`src/sv/dbsed_pkg.sv`:
```
package dbsed_pkg;

   // Counter width of the event counters
   localparam int COUNTER_WIDTH = 32;

   // Fixed field widths
   localparam int SNAP_W  = 26;
   localparam int ADDR_W  = 13;
   localparam int DATA_W  = 8;
   localparam int OUT_CNT_W = 32;

   // Peripheral decode constants
   localparam logic [ADDR_W-1:0] HOME_ADDR    = 13'h0022;
   localparam logic [3:0]        REG_SEL_MASK = 4'hF;
   localparam int                SEL_HIGH_PIN = 24;
   localparam int                SEL_LOW_PIN  = 25;
   localparam logic [DATA_W-1:0] HOME_DATA    = 8'h01;

   // Job queue between front and back
   localparam int QUEUE_DEPTH = 4;
   localparam int QPTR_W      = $clog2(QUEUE_DEPTH);
   localparam int QCNT_W      = $clog2(QUEUE_DEPTH + 1);

   // Result kinds
   typedef enum logic [1:0] {
      KIND_MOTOR = 2'd0,
      KIND_PHASE = 2'd1,
      KIND_HOME  = 2'd2
   } kind_type;

   // One classified write, carrying everything its results need
   typedef struct packed {
      logic                 motor_ev;
      logic                 phase_ev;
      logic                 home_ev;
      logic                 motor;
      logic [1:0]           old_phase;
      logic [1:0]           new_phase;
      logic [DATA_W-1:0]    data;
      logic [OUT_CNT_W-1:0] motor_pcount;
      logic [OUT_CNT_W-1:0] phase_pcount;
      logic [OUT_CNT_W-1:0] hcount;
   } job_type;

endpackage

```
`src/sv/dbsed_front.sv`:
```
module dbsed_front
   import dbsed_pkg::*;
(
   input  logic              clock,
   input  logic              reset,
   input  logic              req_push,
   input  logic [SNAP_W-1:0] req_snapshot,
   output logic              req_full,
   input  logic              q_full,
   output logic              q_push,
   output job_type           q_job
);

   logic                     motor_seen_ff, motor_seen_in;
   logic                     prev_motor_ff, prev_motor_in;
   logic                     phase_seen_ff, phase_seen_in;
   logic [1:0]               prev_phase_ff, prev_phase_in;
   logic [COUNTER_WIDTH-1:0] pcount_ff, pcount_in;
   logic [COUNTER_WIDTH-1:0] hcount_ff, hcount_in;

   logic              accept;
   logic [ADDR_W-1:0] addr;
   logic [DATA_W-1:0] data;
   logic              selected;
   logic              port_wr;
   logic              home_wr;
   logic              motor;
   logic [1:0]        phase;
   logic              motor_ev;
   logic              phase_ev;

   assign req_full = q_full;
   assign accept   = req_push & ~q_full;

   // Unscramble pins into address and data
   always_comb begin
      for (int i = 0; i < 11; i++) begin
         addr[i] = req_snapshot[23 - i];
      end
      addr[11] = req_snapshot[11];
      addr[12] = req_snapshot[12];
      data = {req_snapshot[4], req_snapshot[3], req_snapshot[2], req_snapshot[1],
              req_snapshot[0], req_snapshot[5], req_snapshot[6], req_snapshot[7]};
   end

   // Classify the write
   assign selected = req_snapshot[SEL_HIGH_PIN] & ~req_snapshot[SEL_LOW_PIN];
   assign port_wr  = selected & ((addr[3:0] & REG_SEL_MASK) == 4'd0);
   assign home_wr  = ~selected & (addr == HOME_ADDR) & (data == HOME_DATA);
   assign motor    = data[2];
   assign phase    = data[1:0];
   assign motor_ev = port_wr & (~motor_seen_ff | (motor != prev_motor_ff));
   assign phase_ev = port_wr & phase_seen_ff & (phase != prev_phase_ff);

   // Next state of the tracking registers
   always_comb begin
      motor_seen_in = motor_seen_ff;
      prev_motor_in = prev_motor_ff;
      phase_seen_in = phase_seen_ff;
      prev_phase_in = prev_phase_ff;
      pcount_in     = pcount_ff;
      hcount_in     = hcount_ff;
      if (accept && port_wr) begin
         motor_seen_in = 1'b1;
         prev_motor_in = motor;
         phase_seen_in = 1'b1;
         prev_phase_in = phase;
      end
      if (accept && phase_ev) begin
         pcount_in = pcount_ff + COUNTER_WIDTH'(1);
      end
      if (accept && home_wr) begin
         hcount_in = hcount_ff + COUNTER_WIDTH'(1);
      end
   end

   always_ff @(posedge clock) begin
      if (reset) begin
         motor_seen_ff <= 1'b0;
         prev_motor_ff <= 1'b0;
         phase_seen_ff <= 1'b0;
         prev_phase_ff <= 2'd0;
         pcount_ff     <= '0;
         hcount_ff     <= '0;
      end else begin
         motor_seen_ff <= motor_seen_in;
         prev_motor_ff <= prev_motor_in;
         phase_seen_ff <= phase_seen_in;
         prev_phase_ff <= prev_phase_in;
         pcount_ff     <= pcount_in;
         hcount_ff     <= hcount_in;
      end
   end

   // Build the job; drop writes that cause no result
   assign q_push = accept & (motor_ev | phase_ev | home_wr);

   always_comb begin
      q_job.motor_ev     = motor_ev;
      q_job.phase_ev     = phase_ev;
      q_job.home_ev      = home_wr;
      q_job.motor        = motor;
      q_job.old_phase    = prev_phase_ff;
      q_job.new_phase    = phase;
      q_job.data         = data;
      q_job.motor_pcount = OUT_CNT_W'(pcount_ff);
      q_job.phase_pcount = OUT_CNT_W'(pcount_in);
      q_job.hcount       = OUT_CNT_W'(hcount_in);
   end

endmodule

```
`src/sv/dbsed_queue.sv`:
```
module dbsed_queue
   import dbsed_pkg::*;
(
   input  logic    clock,
   input  logic    reset,
   input  logic    wr_push,
   input  job_type wr_job,
   output logic    wr_full,
   output logic    rd_valid,
   input  logic    rd_pop,
   output job_type rd_job
);

   job_type             mem_ff [QUEUE_DEPTH];
   logic [QPTR_W-1:0]   head_ff, head_in;
   logic [QPTR_W-1:0]   tail_ff, tail_in;
   logic [QCNT_W-1:0]   count_ff, count_in;
   logic                do_wr;
   logic                do_rd;

   assign wr_full  = (count_ff == QCNT_W'(QUEUE_DEPTH));
   assign rd_valid = (count_ff != '0);
   assign rd_job   = mem_ff[head_ff];
   assign do_wr    = wr_push & ~wr_full;
   assign do_rd    = rd_pop & rd_valid;

   // Advance pointers and occupancy
   always_comb begin
      head_in  = head_ff;
      tail_in  = tail_ff;
      count_in = count_ff;
      if (do_wr) begin
         tail_in = (tail_ff == QPTR_W'(QUEUE_DEPTH - 1)) ? '0 : tail_ff + QPTR_W'(1);
      end
      if (do_rd) begin
         head_in = (head_ff == QPTR_W'(QUEUE_DEPTH - 1)) ? '0 : head_ff + QPTR_W'(1);
      end
      if (do_wr && !do_rd) begin
         count_in = count_ff + QCNT_W'(1);
      end else if (do_rd && !do_wr) begin
         count_in = count_ff - QCNT_W'(1);
      end
   end

   always_ff @(posedge clock) begin
      if (reset) begin
         head_ff  <= '0;
         tail_ff  <= '0;
         count_ff <= '0;
      end else begin
         head_ff  <= head_in;
         tail_ff  <= tail_in;
         count_ff <= count_in;
      end
   end

   // Store entries
   always_ff @(posedge clock) begin
      if (do_wr) begin
         mem_ff[tail_ff] <= wr_job;
      end
   end

endmodule

```
`src/sv/dbsed_back.sv`:
```
module dbsed_back
   import dbsed_pkg::*;
(
   input  logic                 clock,
   input  logic                 reset,
   input  logic                 q_valid,
   input  job_type              q_job,
   output logic                 q_pop,
   input  logic                 rsp_pop,
   output logic                 rsp_empty,
   output logic [1:0]           rsp_event_kind,
   output logic                 rsp_motor_state,
   output logic [1:0]           rsp_old_phase,
   output logic [1:0]           rsp_new_phase,
   output logic [1:0]           rsp_step_delta,
   output logic [DATA_W-1:0]    rsp_data_byte,
   output logic [OUT_CNT_W-1:0] rsp_phase_changes,
   output logic [OUT_CNT_W-1:0] rsp_home_writes,
   output logic                 rsp_last
);

   logic                 valid_ff, valid_in;
   logic                 second_ff, second_in;
   kind_type             kind_ff, kind_in;
   logic                 motor_ff, motor_in;
   logic [1:0]           oldp_ff, oldp_in;
   logic [1:0]           newp_ff, newp_in;
   logic [1:0]           delta_ff, delta_in;
   logic [DATA_W-1:0]    data_ff, data_in;
   logic [OUT_CNT_W-1:0] pcount_ff, pcount_in;
   logic [OUT_CNT_W-1:0] hcount_ff, hcount_in;
   logic                 last_ff, last_in;
   logic                 load;
   logic                 split;
   logic                 do_phase;

   // Load the output register when it is free or being drained
   assign load     = q_valid & (~valid_ff | rsp_pop);
   assign split    = q_job.motor_ev & q_job.phase_ev & ~second_ff;
   assign do_phase = second_ff | (q_job.phase_ev & ~q_job.motor_ev);
   assign q_pop    = load & ~split;

   always_comb begin
      valid_in  = valid_ff & ~rsp_pop;
      second_in = second_ff;
      kind_in   = kind_ff;
      motor_in  = motor_ff;
      oldp_in   = oldp_ff;
      newp_in   = newp_ff;
      delta_in  = delta_ff;
      data_in   = data_ff;
      pcount_in = pcount_ff;
      hcount_in = hcount_ff;
      last_in   = last_ff;
      if (load) begin
         valid_in  = 1'b1;
         second_in = split;
         last_in   = ~split;
         data_in   = q_job.data;
         hcount_in = q_job.hcount;
         if (do_phase) begin
            kind_in   = KIND_PHASE;
            motor_in  = q_job.motor;
            oldp_in   = q_job.old_phase;
            newp_in   = q_job.new_phase;
            delta_in  = q_job.new_phase - q_job.old_phase;
            pcount_in = q_job.phase_pcount;
         end else if (q_job.motor_ev) begin
            kind_in   = KIND_MOTOR;
            motor_in  = q_job.motor;
            oldp_in   = 2'd0;
            newp_in   = 2'd0;
            delta_in  = 2'd0;
            pcount_in = q_job.motor_pcount;
         end else begin
            kind_in   = KIND_HOME;
            motor_in  = 1'b0;
            oldp_in   = 2'd0;
            newp_in   = 2'd0;
            delta_in  = 2'd0;
            pcount_in = q_job.phase_pcount;
         end
      end
   end

   always_ff @(posedge clock) begin
      if (reset) begin
         valid_ff  <= 1'b0;
         second_ff <= 1'b0;
      end else begin
         valid_ff  <= valid_in;
         second_ff <= second_in;
      end
   end

   // Hold the result payload
   always_ff @(posedge clock) begin
      kind_ff   <= kind_in;
      motor_ff  <= motor_in;
      oldp_ff   <= oldp_in;
      newp_ff   <= newp_in;
      delta_ff  <= delta_in;
      data_ff   <= data_in;
      pcount_ff <= pcount_in;
      hcount_ff <= hcount_in;
      last_ff   <= last_in;
   end

   assign rsp_empty         = ~valid_ff;
   assign rsp_event_kind    = kind_ff;
   assign rsp_motor_state   = motor_ff;
   assign rsp_old_phase     = oldp_ff;
   assign rsp_new_phase     = newp_ff;
   assign rsp_step_delta    = delta_ff;
   assign rsp_data_byte     = data_ff;
   assign rsp_phase_changes = pcount_ff;
   assign rsp_home_writes   = hcount_ff;
   assign rsp_last          = last_ff;

endmodule

```
`src/sv/drive_bus_snoop_event_decoder.sv`:
```
// Bus write snoop event decoder.
// Input channel: one 26-pin bus write snapshot per transfer (req_push/req_full).
// Result channel: queue-style (rsp_empty/rsp_pop); the head result sits on the
// rsp_ ports while rsp_empty is low. A snapshot causes zero, one or two results;
// rsp_last marks the final result of a snapshot.
// The front decodes and classifies a snapshot in the cycle it is taken and
// updates the motor, phase and counter state at once; writes that cause no
// result are dropped there. Jobs cross a 4-entry queue to the back, which
// issues one result per cycle into an output register that is free or popped.
// Path: a result reaches the rsp_ ports through the queue entry, then the
// output register, when the path is clear. Throughput: one snapshot per cycle
// while the queue is not full; a snapshot that gives both a motor and a phase
// result loads the output register twice, the motor result first.
// When the receiver stalls, the output register holds, the queue fills, and
// req_full rises once the queue is full; nothing is lost.
// Reset (synchronous) clears the tracking state, both counters, the queue and
// the output register; the block takes snapshots the cycle after reset.
module drive_bus_snoop_event_decoder
   import dbsed_pkg::*;
(
   input  logic                 clock,
   input  logic                 reset,
   input  logic                 req_push,
   input  logic [SNAP_W-1:0]    req_snapshot,
   output logic                 req_full,
   input  logic                 rsp_pop,
   output logic                 rsp_empty,
   output logic [1:0]           rsp_event_kind,
   output logic                 rsp_motor_state,
   output logic [1:0]           rsp_old_phase,
   output logic [1:0]           rsp_new_phase,
   output logic [1:0]           rsp_step_delta,
   output logic [DATA_W-1:0]    rsp_data_byte,
   output logic [OUT_CNT_W-1:0] rsp_phase_changes,
   output logic [OUT_CNT_W-1:0] rsp_home_writes,
   output logic                 rsp_last
);

   logic    q_full;
   logic    q_push;
   job_type q_wr_job;
   logic    q_valid;
   logic    q_pop;
   job_type q_rd_job;

   dbsed_front u_front (
      .clock        (clock),
      .reset        (reset),
      .req_push     (req_push),
      .req_snapshot (req_snapshot),
      .req_full     (req_full),
      .q_full       (q_full),
      .q_push       (q_push),
      .q_job        (q_wr_job)
   );

   dbsed_queue u_queue (
      .clock    (clock),
      .reset    (reset),
      .wr_push  (q_push),
      .wr_job   (q_wr_job),
      .wr_full  (q_full),
      .rd_valid (q_valid),
      .rd_pop   (q_pop),
      .rd_job   (q_rd_job)
   );

   dbsed_back u_back (
      .clock             (clock),
      .reset             (reset),
      .q_valid           (q_valid),
      .q_job             (q_rd_job),
      .q_pop             (q_pop),
      .rsp_pop           (rsp_pop),
      .rsp_empty         (rsp_empty),
      .rsp_event_kind    (rsp_event_kind),
      .rsp_motor_state   (rsp_motor_state),
      .rsp_old_phase     (rsp_old_phase),
      .rsp_new_phase     (rsp_new_phase),
      .rsp_step_delta    (rsp_step_delta),
      .rsp_data_byte     (rsp_data_byte),
      .rsp_phase_changes (rsp_phase_changes),
      .rsp_home_writes   (rsp_home_writes),
      .rsp_last          (rsp_last)
   );

endmodule

```
`config.mk`:
```
export PLATFORM = sky130hd
export DESIGN_NAME = drive_bus_snoop_event_decoder
export DESIGN_NICKNAME = d
export VERILOG_FILES = /design/src/sv/dbsed_pkg.sv /design/src/sv/dbsed_front.sv /design/src/sv/dbsed_queue.sv /design/src/sv/dbsed_back.sv /design/src/sv/drive_bus_snoop_event_decoder.sv
export SDC_FILE = /design/constraint.sdc
export NUM_CORES = 1
export LEC_CHECK = 0
export BUFFER_PORTS_ARGS = -buffer_cell sky130_fd_sc_hd__buf_2
export CAP_MARGIN = 20
export CORE_MARGIN = 10
export CORE_UTILIZATION = 63
export DETAILED_ROUTE_END_ITERATION = 10
export PLACE_DENSITY_LB_ADDON = 0.3
export SYNTH_ARGS = -nofsm -noshare
export SYNTH_HDL_FRONTEND = slang
export SYNTH_SLANG_ARGS = --single-unit
```
`constraint.sdc`:
```
create_clock -name clock -period 14.2 [get_ports clock]
set_clock_uncertainty 0.1 [all_clocks]
set_input_delay 0.71 -clock clock [delete_from_list [all_inputs] [get_ports clock]]
set_output_delay 0.71 -clock clock [all_outputs]
set_load 0.1 [all_outputs]
```
==> flow_metrics.tcl, run 1 <==
set metrics [dict create \
    rsz0062_at_grt "false" \
    outcome "complete, no violations" \
    top_usage_layer "met2" \
    vias 13000 \
    die_area_um2 44900 \
    cts_made_buffers 56 \
    coreArea_um2 36400 \
    arrival_ns 4.38 \
    gr-usage-all-layers_pct 20.7 \
    fin_crit_ns 4.25 \
    postSynthAreaPerCell_um2 14.7 \
    p_seq_share_pct 39.6 \
    grt_pass1_vias 13300 \
    setup-violations-final 0 \
    grt-ovfl-total 0 \
    cts_htree_levels 2 \
    end_kind "flop" \
    routabilityCongestion 0.782 \
    io_buffers 110 \
    yosysUniqueCellTypes 53 \
    relSlewSlack_pct 26.2 \
    cts.clk_slew.worst_paths_ns 0.06 \
    met1_usage_pct 25.6 \
    worst_slew_pin_slew_ns 1.10 \
    mappedNetlistArea_um2 23200 \
    fin_tns_setup_ns 0 \
    mostFrequentLayoutCell "edfxtp_1" \
    vias_per_cell 5.91 \
    cts_setup_buffers 0 \
    cap_viol_max_count 0 \
    hold_class "in -> reg" \
    slew_violations 0 \
    area_growth_pct 12.3 \
    drive_gt1_share_pct 17.9 \
    grt_max_degree 93 \
    antenna_found_initial 0 \
    global_route.usage.met3_pct 3.64 \
    ir_drop_v 0.000160 \
    layout_common_cells "514 x edfxtp_1, 298 x nand2_1, 151 x nand3_1, 109 x buf_2, 77 x dfxtp_1" \
    final_antenna_net_count 0 \
    nets 1728 \
    clock-sinks 593 \
    die_h_um 212 \
    yosysTopAreaCell "edfxtp_1" \
    intPower_w 0.00330 \
    dieWidth_um 212 \
    initial_core_util_pct 63.6 \
    powerDensity_nw_per_um2 208 \
    rows 70 \
    cts_tree "yes" \
    cts_buffer_depth 3 \
    cts_hold_buf 0 \
    setup_ws_ns 9.95 \
    sw_frac_of_total_pct 39.0 \
    yosysWarnings 0 \
    grtUsageMet2_pct 36.2 \
    drt_iter0_drc 1070 \
    switchingPower_w 0.00211 \
    critical_path_required_ns 14.33 \
    crit_type "in -> reg" \
    synth-seq-cells 593 \
    max_freq_mhz 236 \
    grt_pass1_wl_mm 72.1 \
    clk_latency_ns 0.60 \
    p_leak_nw 9.20 \
    wl_per_cell_um 20.9 \
    postCtsResizedCells 0 \
    crit_path_start_kind "primary input" \
    antenna_cells_inserted 0 \
    clockPowerShare_pct 27.2 \
    remaining_drc_errors 0 \
    root_buffer "clkbuf_16" \
    synth_nets 1611 \
    cp_max_fo 44 \
    dp_hpwl_mm 26.0 \
    period_share_pct 29.9 \
    synth_cells 1571 \
    synth.top_cell.area_share_pct 66.6 \
    finalHoldViolations 0 \
    ys_seq_area_share_pct 73.4 \
    io_pins 114 \
    firstDrtPassIters 6 \
    synth.area.top_cells "edfxtp_1 67%, dfxtp_1 6.8%, nand2_1 4.8%, mux4_2 4.3%, nand3_1 3.3%" \
    p_comb_share_pct 33.2 \
    routed_wl_mm 45.9 \
    dp_slack_ns 9.34 \
]
[metrics by stage]
stage	area, µm²	hold WS (ns)	utilization [%]	std cells	total power [W]
CTS	26000	0.212	71.4	2201	0.00544
floorplan	23200	0.345	-	1571	0.00366
detailed placement	24200	0.390	66.4	2097	0.00398
finish	26000	0.240	71.4	2202	0.00541
global placement	24200	0.377	66.4	2097	0.00395
global route	26000	0.225	71.4	2202	0.00561
[sequential cells by signal, summed over array words and instances, names as in the netlist, 2 cells and up, named ones only]
name                      flops
u_front.pcount_ff            32
u_back.rsp_new_phase          2
u_front.prev_phase_ff         2
u_queue.count_ff              3
u_back.rsp_event_kind         2
u_queue.mem_ff              432
u_front.hcount_ff            32
u_back.rsp_phase_changes     32
u_queue.head_ff               2
u_back.rsp_old_phase          2
u_back.rsp_step_delta         2
u_queue.tail_ff               2
u_back.rsp_home_writes       32
u_back.rsp_data_byte          8
[synthesized netlist by cell type, drive strengths merged]
library cell / number
edfxtp: 514
nand2: 298
nand3: 152
dfxtp: 79
nor2b: 55
nor2: 48
and4: 44
mux4: 44
buf: 42
xnor2: 29
mux2: 27
clkbuf: 26
a21oi: 25
inv: 23
nand4: 23
xor2: 20
o21ai: 19
nor3: 18
or3: 17
and3: 14
ha: 9
nor4: 9
and2: 7
mux2i: 7
nand2b: 4
nor4b: 4
o31ai: 3
or4: 3
a21boi: 1
a311oi: 1
and4b: 1
fa: 1
nand4b: 1
nor3b: 1
o2111ai: 1
or3b: 1
[metal layers]
metal | part of all wire (%) | routed length [µm]
met3 | 5.3 | 2430
met2 | 52 | 24000
met4 | 2.4 | 1100
met1 | 40 | 18400
met5 | 0 | 0
[cells by family (layout without fill, tap and decap cells)]
logic type	after synthesis	in the layout	share of synthesized area, %
muxes	78	78	5.91
DFF	593	593	73.4
and+or+nand+nor	700	700	15.3
xor gates and xnor gates	49	49	1.85
buffers and inverters	91	254	1.80
AOI/OAI and AO/OA	50	50	1.17
adders and majority gates	10	10	0.572
[area by class of cell]
class                      instances  area (µm²)
clock inverter                    29         295
inverter                          23        86.3
clock buffer                      75        1520
fill                            2259       10400
multi-input combinational        887        5820
timing repair buffer             127         693
sequential                       593       17000
tap                              468         586
[final timing paths]
kind | slack, ns | end | depth (start not counted) | startpoint
max reg2reg | 9.96 | u_queue.mem_ff[0][83]$_DFFE_PP_ | 7 | u_queue.count_ff[0]$_SDFFE_PP0P_
max | 9.95 | u_queue.mem_ff[0][83]$_DFFE_PP_ | 8 | req_snapshot[23]
min | 0.24 | u_queue.mem_ff[0][102]$_DFFE_PP_ | 1 | req_snapshot[3]
min reg2reg | 0.40 | u_front.motor_seen_ff$_SDFFE_PP0P_ | 2 | u_front.motor_seen_ff$_SDFFE_PP0P_
[power by group through the flow]
stage,logic [W],registers [W],clock network [W]
final,0.00180,0.00214,0.00147
after global routing,0.00189,0.00215,0.00156
after CTS,0.00181,0.00214,0.00149
after detailed placement,0.00180,0.00218,0
after global placement,0.00178,0.00218,0
after floorplan,0.000610,0.00305,0
[worst max-delay path: stages]
cell and delay, ns:
buf_2 0.10, nor3_2 0.36, nand4_1 0.59, nor2_1 0.75
a311oi_1 0.09, buf_4 0.21, nor2b_4 0.82, buf_4 0.69
(Power assumes the default switching activity.)
==> run 2, diff against run 1 <==
--- a/config.mk
+++ b/config.mk
@@ -8,7 +8,7 @@
 export BUFFER_PORTS_ARGS = -buffer_cell sky130_fd_sc_hd__buf_2
 export CAP_MARGIN = 20
 export CORE_MARGIN = 10
-export CORE_UTILIZATION = 63
+export CORE_UTILIZATION = 55
 export DETAILED_ROUTE_END_ITERATION = 10
 export PLACE_DENSITY_LB_ADDON = 0.3
 export SYNTH_ARGS = -nofsm -noshare
==> constraint.sdc (replaced) <==
create_clock -name clock -period 3.7 [get_ports clock]
set_clock_uncertainty 0.1 [all_clocks]
set_input_delay 0.185 -clock clock [delete_from_list [all_inputs] [get_ports clock]]
set_output_delay 0.185 -clock clock [all_outputs]
set_load 0.1 [all_outputs]
==> run 2 against run 1 <==
- combinational power rose to 3.8 times the previous value
- non-clock buffer count up 28
- via count up 0.45%
- die area up 13%
- critical endpoint is now u_queue.count_ff[2]$_SDFFE_PP0P_
==> flow_metrics.tcl, run 2 (same netlist as run 1, synthesis figures left out) <==
set metrics [dict create \
    postCtsResizedCells 0 \
    r2r-start "u_front.prev_phase_ff[0]$_SDFFE_PP0P_" \
    crit_path_start_kind "primary input" \
    area_growth_pct 14.4 \
    mostFrequentLayoutCell "edfxtp_1" \
    hold_class "in -> reg" \
    cts_htree_levels 2 \
    relSlewSlack_pct 27.5 \
    cts_buffer_depth 3 \
    intPower_w 0.0129 \
    worst_slew_pin_slew_ns 1.09 \
    ir_drop_v 0.000610 \
    firstDrtPassIters 5 \
    clock-sinks 593 \
    layout_common_cells "514 x edfxtp_1, 298 x nand2_1, 151 x nand3_1, 109 x buf_2, 77 x dfxtp_1" \
    cts_made_buffers 58 \
    p_comb_share_pct 32.9 \
    rows 75 \
    outcome "complete, no violations" \
    die_area_um2 50700 \
    dieWidth_um 225 \
    crit_type "in -> reg" \
    crit_path_top_delay_cell "dlygate4sd3_1" \
    rsz0062_at_grt "false" \
    final_antenna_net_count 0 \
    powerDensity_nw_per_um2 793 \
    hold_start "req_snapshot[21]" \
    max_stage_delay_ns 0.54 \
    gr-usage-all-layers_pct 18.6 \
    largest_reg_flops 432 \
    drive_gt1_share_pct 18.6 \
    vias_per_cell 5.67 \
    post_dp_cell_area_um2 24500 \
    clk_latency_ns 0.60 \
    cpMostUsedCell "inv_1" \
    io_buffers 110 \
    layout.cells.non_filler 2304 \
    total_power_w 0.0210 \
    p_leak_nw 9.41 \
    fin_util_pct 63.5 \
    cts.clk_slew.worst_paths_ns 0.06 \
    fin_crit_ns 3.01 \
    die_h_um 225 \
    vias 13100 \
    critical_path_required_ns 4.11 \
    wl_per_cell_um 20.1 \
    initial_core_util_pct 55.5 \
    fin_area_um2 26500 \
    root_buffer "clkbuf_16" \
    coreArea_um2 41800 \
    fillers 2971 \
    arrival_ns 3.42 \
    grt_max_degree 130 \
    max_freq_mhz 333 \
    sw_frac_of_total_pct 38.4 \
    cts_setup_buffers 0 \
    io_pins 114 \
    grt_pass1_vias 13600 \
    worstSetupStartpoint "req_snapshot[2]" \
    antenna_found_initial 0 \
    cp_max_fo 5 \
    dp.cells 2186 \
    routed_wl_mm 46.4 \
    grt-ovfl-total 0 \
    grt_pass1_wl_mm 73.9 \
    clockPowerShare_pct 28.0 \
    switchingPower_w 0.00808 \
    regMostFlops "u_queue.mem_ff" \
    finalHoldViolations 0 \
    cts_hold_buf 11 \
    dp_hpwl_mm 26.9 \
    routabilityCongestion 0.792 \
    end_kind "flop" \
    path_cells "dlygate4sd3_1 -> buf_2 -> nor4_1 -> and4_1 -> a311oi_1 -> buf_4 -> inv_1 -> ha_1 -> inv_1 -> fa_1 -> xor2_1 -> or3_1 -> a21oi_1" \
    cap_viol_max_count 0 \
    remaining_drc_errors 0 \
    cts_tree "yes" \
    antenna_cells_inserted 0 \
    p_seq_share_pct 39.1 \
    drt_iter0_drc 922 \
    slew_violations 0 \
    period_share_pct 81.3 \
    nets 1758 \
    setup-violations-final 0 \
]
run 2: changes by cell type in the layout (fill, tap and decap cells not counted), sizes merged, moves of 3 or more:
cell         previous run  this run
dlygate4sd3             0        11
clkinv                 16        26
buf                   127       144
bufinv                  5         8
clkbuf                 75        69
run 2: layer usage:
layer | share of wire (%) | vias to the layer above | GRT usage [%]
met1 | 41 | 6539 | 22.6
met4 | 2.5 | 0 | 6.82
met2 | 52 | 317 | 32.9
met5 | 0 | - | 0
met3 | 4.7 | 83 | 2.76
li1 | - | 6135 | -
run 2: layout make-up:
class,count,area (µm²),share of cell area (%)
clock inverters,38,385,1.45
well taps,539,674,2.54
clock buffers,69,1530,5.78
inverters,23,86.3,0.326
multi-input cells,887,5800,21.9
flip-flops and latches,593,17000,64.2
repair buffers,155,1020,3.84
run 2: worst max-delay path, delay by kind of cell:
kind                     cells  cell delay (ns)
XOR/XNOR                     1             0.18
buffers and inverters        5             1.00
AND/OR/NAND/NOR              3             1.23
AO/OA/AOI/OAI                2             0.26
adder cells (fa/ha/maj)      2             0.55
run 2: final timing paths:
kind / end / slack, ns / cells after the start
worst max-delay path: u_queue.count_ff[2]$_SDFFE_PP0P_ / 0.69 / 13
worst min-delay path: u_queue.mem_ff[0][111]$_DFFE_PP_ / 0.04 / 5
worst max register to register: u_queue.count_ff[2]$_SDFFE_PP0P_ / 0.81 / 12
worst min register to register: u_queue.mem_ff[3][94]$_DFFE_PP_ / 0.40 / 0
run 2: power by group through the flow:
stage / clock network (W) / logic [W] / registers (W)
2_1_floorplan: 0 / 0.00235 / 0.0116
4_1_cts: 0.00599 / 0.00702 / 0.00824
5_1_grt: 0.00625 / 0.00731 / 0.00829
3_3_place_gp: 0 / 0.00692 / 0.00836
6_report: 0.00588 / 0.00691 / 0.00823
3_5_place_dp: 0 / 0.00699 / 0.00837
run 2: metrics by stage:
| step | worst slack [ns] | setup TNS [ns] | hold slack (ns) |
|---|---|---|---|
| finish | 0.693 | 0 | 0.0414 |
| global route | 0.600 | 0 | 0.0529 |
| CTS | 0.713 | 0 | 0.0277 |
| detailed placement | 0.657 | 0 | 0.320 |
| global placement | 0.750 | 0 | 0.315 |
| floorplan | -0.976 | -421.68 | 0.184 |
==> run 3, diff against run 2 <==
==> constraint.sdc (replaced) <==
create_clock -name clock -period 2.51 [get_ports clock]
set_clock_uncertainty 0.1 [all_clocks]
set_input_delay 0.1255 -clock clock [delete_from_list [all_inputs] [get_ports clock]]
set_output_delay 0.1255 -clock clock [all_outputs]
set_load 0.1 [all_outputs]
==> run 3 against run 2 <==
- core utilization increased by 2.0 points
- final area is 3.1% higher
- routed wire length rose by 2.5%
- clock-buffer cell count up 25
- global-route usage increased by 0.31 points
- critical path type is now reg -> reg
- the run now ends with setup timing left
- clock power increased by 44%
- critical endpoint unchanged
- sequential share of layout area shrank 1.9 points
==> flow_metrics.tcl, run 3 (same netlist as run 1, synthesis figures left out) <==
set metrics [dict create \
    cts_buffer_depth 3 \
    clk_latency_ns 0.61 \
    regMostFlops "u_queue.mem_ff" \
    ir_drop_v 0.000903 \
    cts.clk_slew.worst_paths_ns 0.06 \
    wl_per_cell_um 20.0 \
    gr-usage-all-layers_pct 18.9 \
    area_growth_pct 18.0 \
    vias_per_cell 5.65 \
    coreArea_um2 41800 \
    antenna_found_initial 1 \
    grt_pass1_wl_mm 74.9 \
    dieWidth_um 225 \
    hold_class "in -> reg" \
    cp_max_fo 3 \
    critical_path_required_ns 2.94 \
    register_area_um2 17000 \
    routed_wl_mm 47.5 \
    setup-violations-final 2 \
    violations "setup timing" \
    cts_tree "yes" \
    layout_common_cells "514 x edfxtp_1, 298 x nand2_1, 151 x nand3_1, 109 x buf_2, 74 x dfxtp_1" \
    io_buffers 110 \
    fin_crit_ns 2.57 \
    clock-sinks 593 \
    rows 75 \
    arrival_ns 2.99 \
    routabilityCongestion 0.813 \
    remaining_drc_errors 0 \
    slew_violations 0 \
    outcome "complete, but fails checks" \
    crit_path_start_kind "flop" \
    cts_made_buffers 58 \
    drt_iter0_drc 944 \
    grt_pass1_vias 13700 \
    antenna_cells_inserted 0 \
    relSlewSlack_pct 52.1 \
    setup_ws_ns -0.0579 \
    initial_core_util_pct 55.5 \
    finalHoldViolations 0 \
    worst_slew_pin_slew_ns 0.719 \
    post_dp_cell_area_um2 25200 \
    powerDensity_nw_per_um2 1140 \
    end_kind "flop" \
    grt_max_degree 130 \
    drive_gt1_share_pct 21.8 \
    max_freq_mhz 389 \
    rsz0062_at_grt "true" \
    cap_viol_max_count 0 \
    fin_area_um2 27300 \
    largest_reg_flops 432 \
    die_h_um 225 \
    firstDrtPassIters 5 \
    nets 1823 \
    final_antenna_net_count 0 \
    crit_type "reg -> reg" \
    p_leak_nw 9.83 \
    multiInputGateArea_um2 5890 \
    fin_tns_setup_ns -0.0862 \
    fin_util_pct 65.5 \
    period_share_pct 102 \
    vias 13400 \
    grt-ovfl-total 0 \
    dp_hpwl_mm 29.5 \
    root_buffer "clkbuf_16" \
    die_area_um2 50700 \
    fillers 2906 \
    io_pins 114 \
    mostFrequentLayoutCell "edfxtp_1" \
    cts_htree_levels 2 \
]
## run 3: metrics by stage
| step | worst slack (ns) | total power [W] | instances | hold WS (ns) |
|---|---|---|---|---|
| after floorplan | -0.835 | 0.0207 | 1571 | 0.124 |
| after global placement | -0.00234 | 0.0229 | 2244 | 0.254 |
| after detailed placement | -0.0614 | 0.0230 | 2244 | 0.258 |
| after CTS | -0.0264 | 0.0315 | 2368 | 0.000581 |
| after global routing | -0.176 | 0.0323 | 2371 | 0.0584 |
| final | -0.0579 | 0.0312 | 2371 | 0.0674 |
## run 3: repair_timing
item / in CTS / in global routing
gates cloned: 0 / 0
pin swaps: 4 / 2
endpoints found under the setup margin: 2 / 11
hold endpoints to repair: 64 / 0
hold buffers: 13 / 0
resized for setup: 1 / 6
setup buffers: 2 / 3
## run 3: cell type report
type,count,area share [%]
clock buffer,94,6.41
clock inverter,15,0.458
inverter,23,0.316
multi-input combinational,887,21.6
sequential,593,62.3
tap,539,2.47
timing repair buffer,220,6.50
## run 3: final timing paths
check	from	endpoint	slack [ns]	cells past startpoint
max	u_queue.count_ff[0]$_SDFFE_PP0P_	u_queue.count_ff[2]$_SDFFE_PP0P_	-0.06	12
min	req_snapshot[23]	u_queue.mem_ff[1][111]$_DFFE_PP_	0.07	5
min reg2reg	u_front.motor_seen_ff$_SDFFE_PP0P_	u_front.motor_seen_ff$_SDFFE_PP0P_	0.39	2
max reg2reg	u_queue.count_ff[0]$_SDFFE_PP0P_	u_queue.count_ff[2]$_SDFFE_PP0P_	-0.06	12
## run 3: metal layers
layer  vias up  track usage [%]  routed length (µm)
met3        95             3.14                2460
li1       6270                -                   -
met2       321             33.5               24800
met5         -                0                   8
met4         2             6.49                1160
met1      6702             22.9               19100
## run 3: report_power, final
group	switching, W	internal (W)	total (W)
logic	0.00821	0.00231	0.0105
registers	0.000286	0.0119	0.0122
clock network	0.00350	0.00496	0.00846
total	0.0120	0.0192	0.0312
## run 3: critical path: stages (launching register included)
cell and delay [ns]:
dfxtp_4 0.34, or3b_4 0.40, nand4_1 0.13, buf_6 0.14
nor2_4 0.04, a311oi_4 0.29, inv_1 0.11, ha_4 0.18
inv_2 0.05, fa_2 0.18, xor2_1 0.07, or3_1 0.30
a21oi_1 0.15
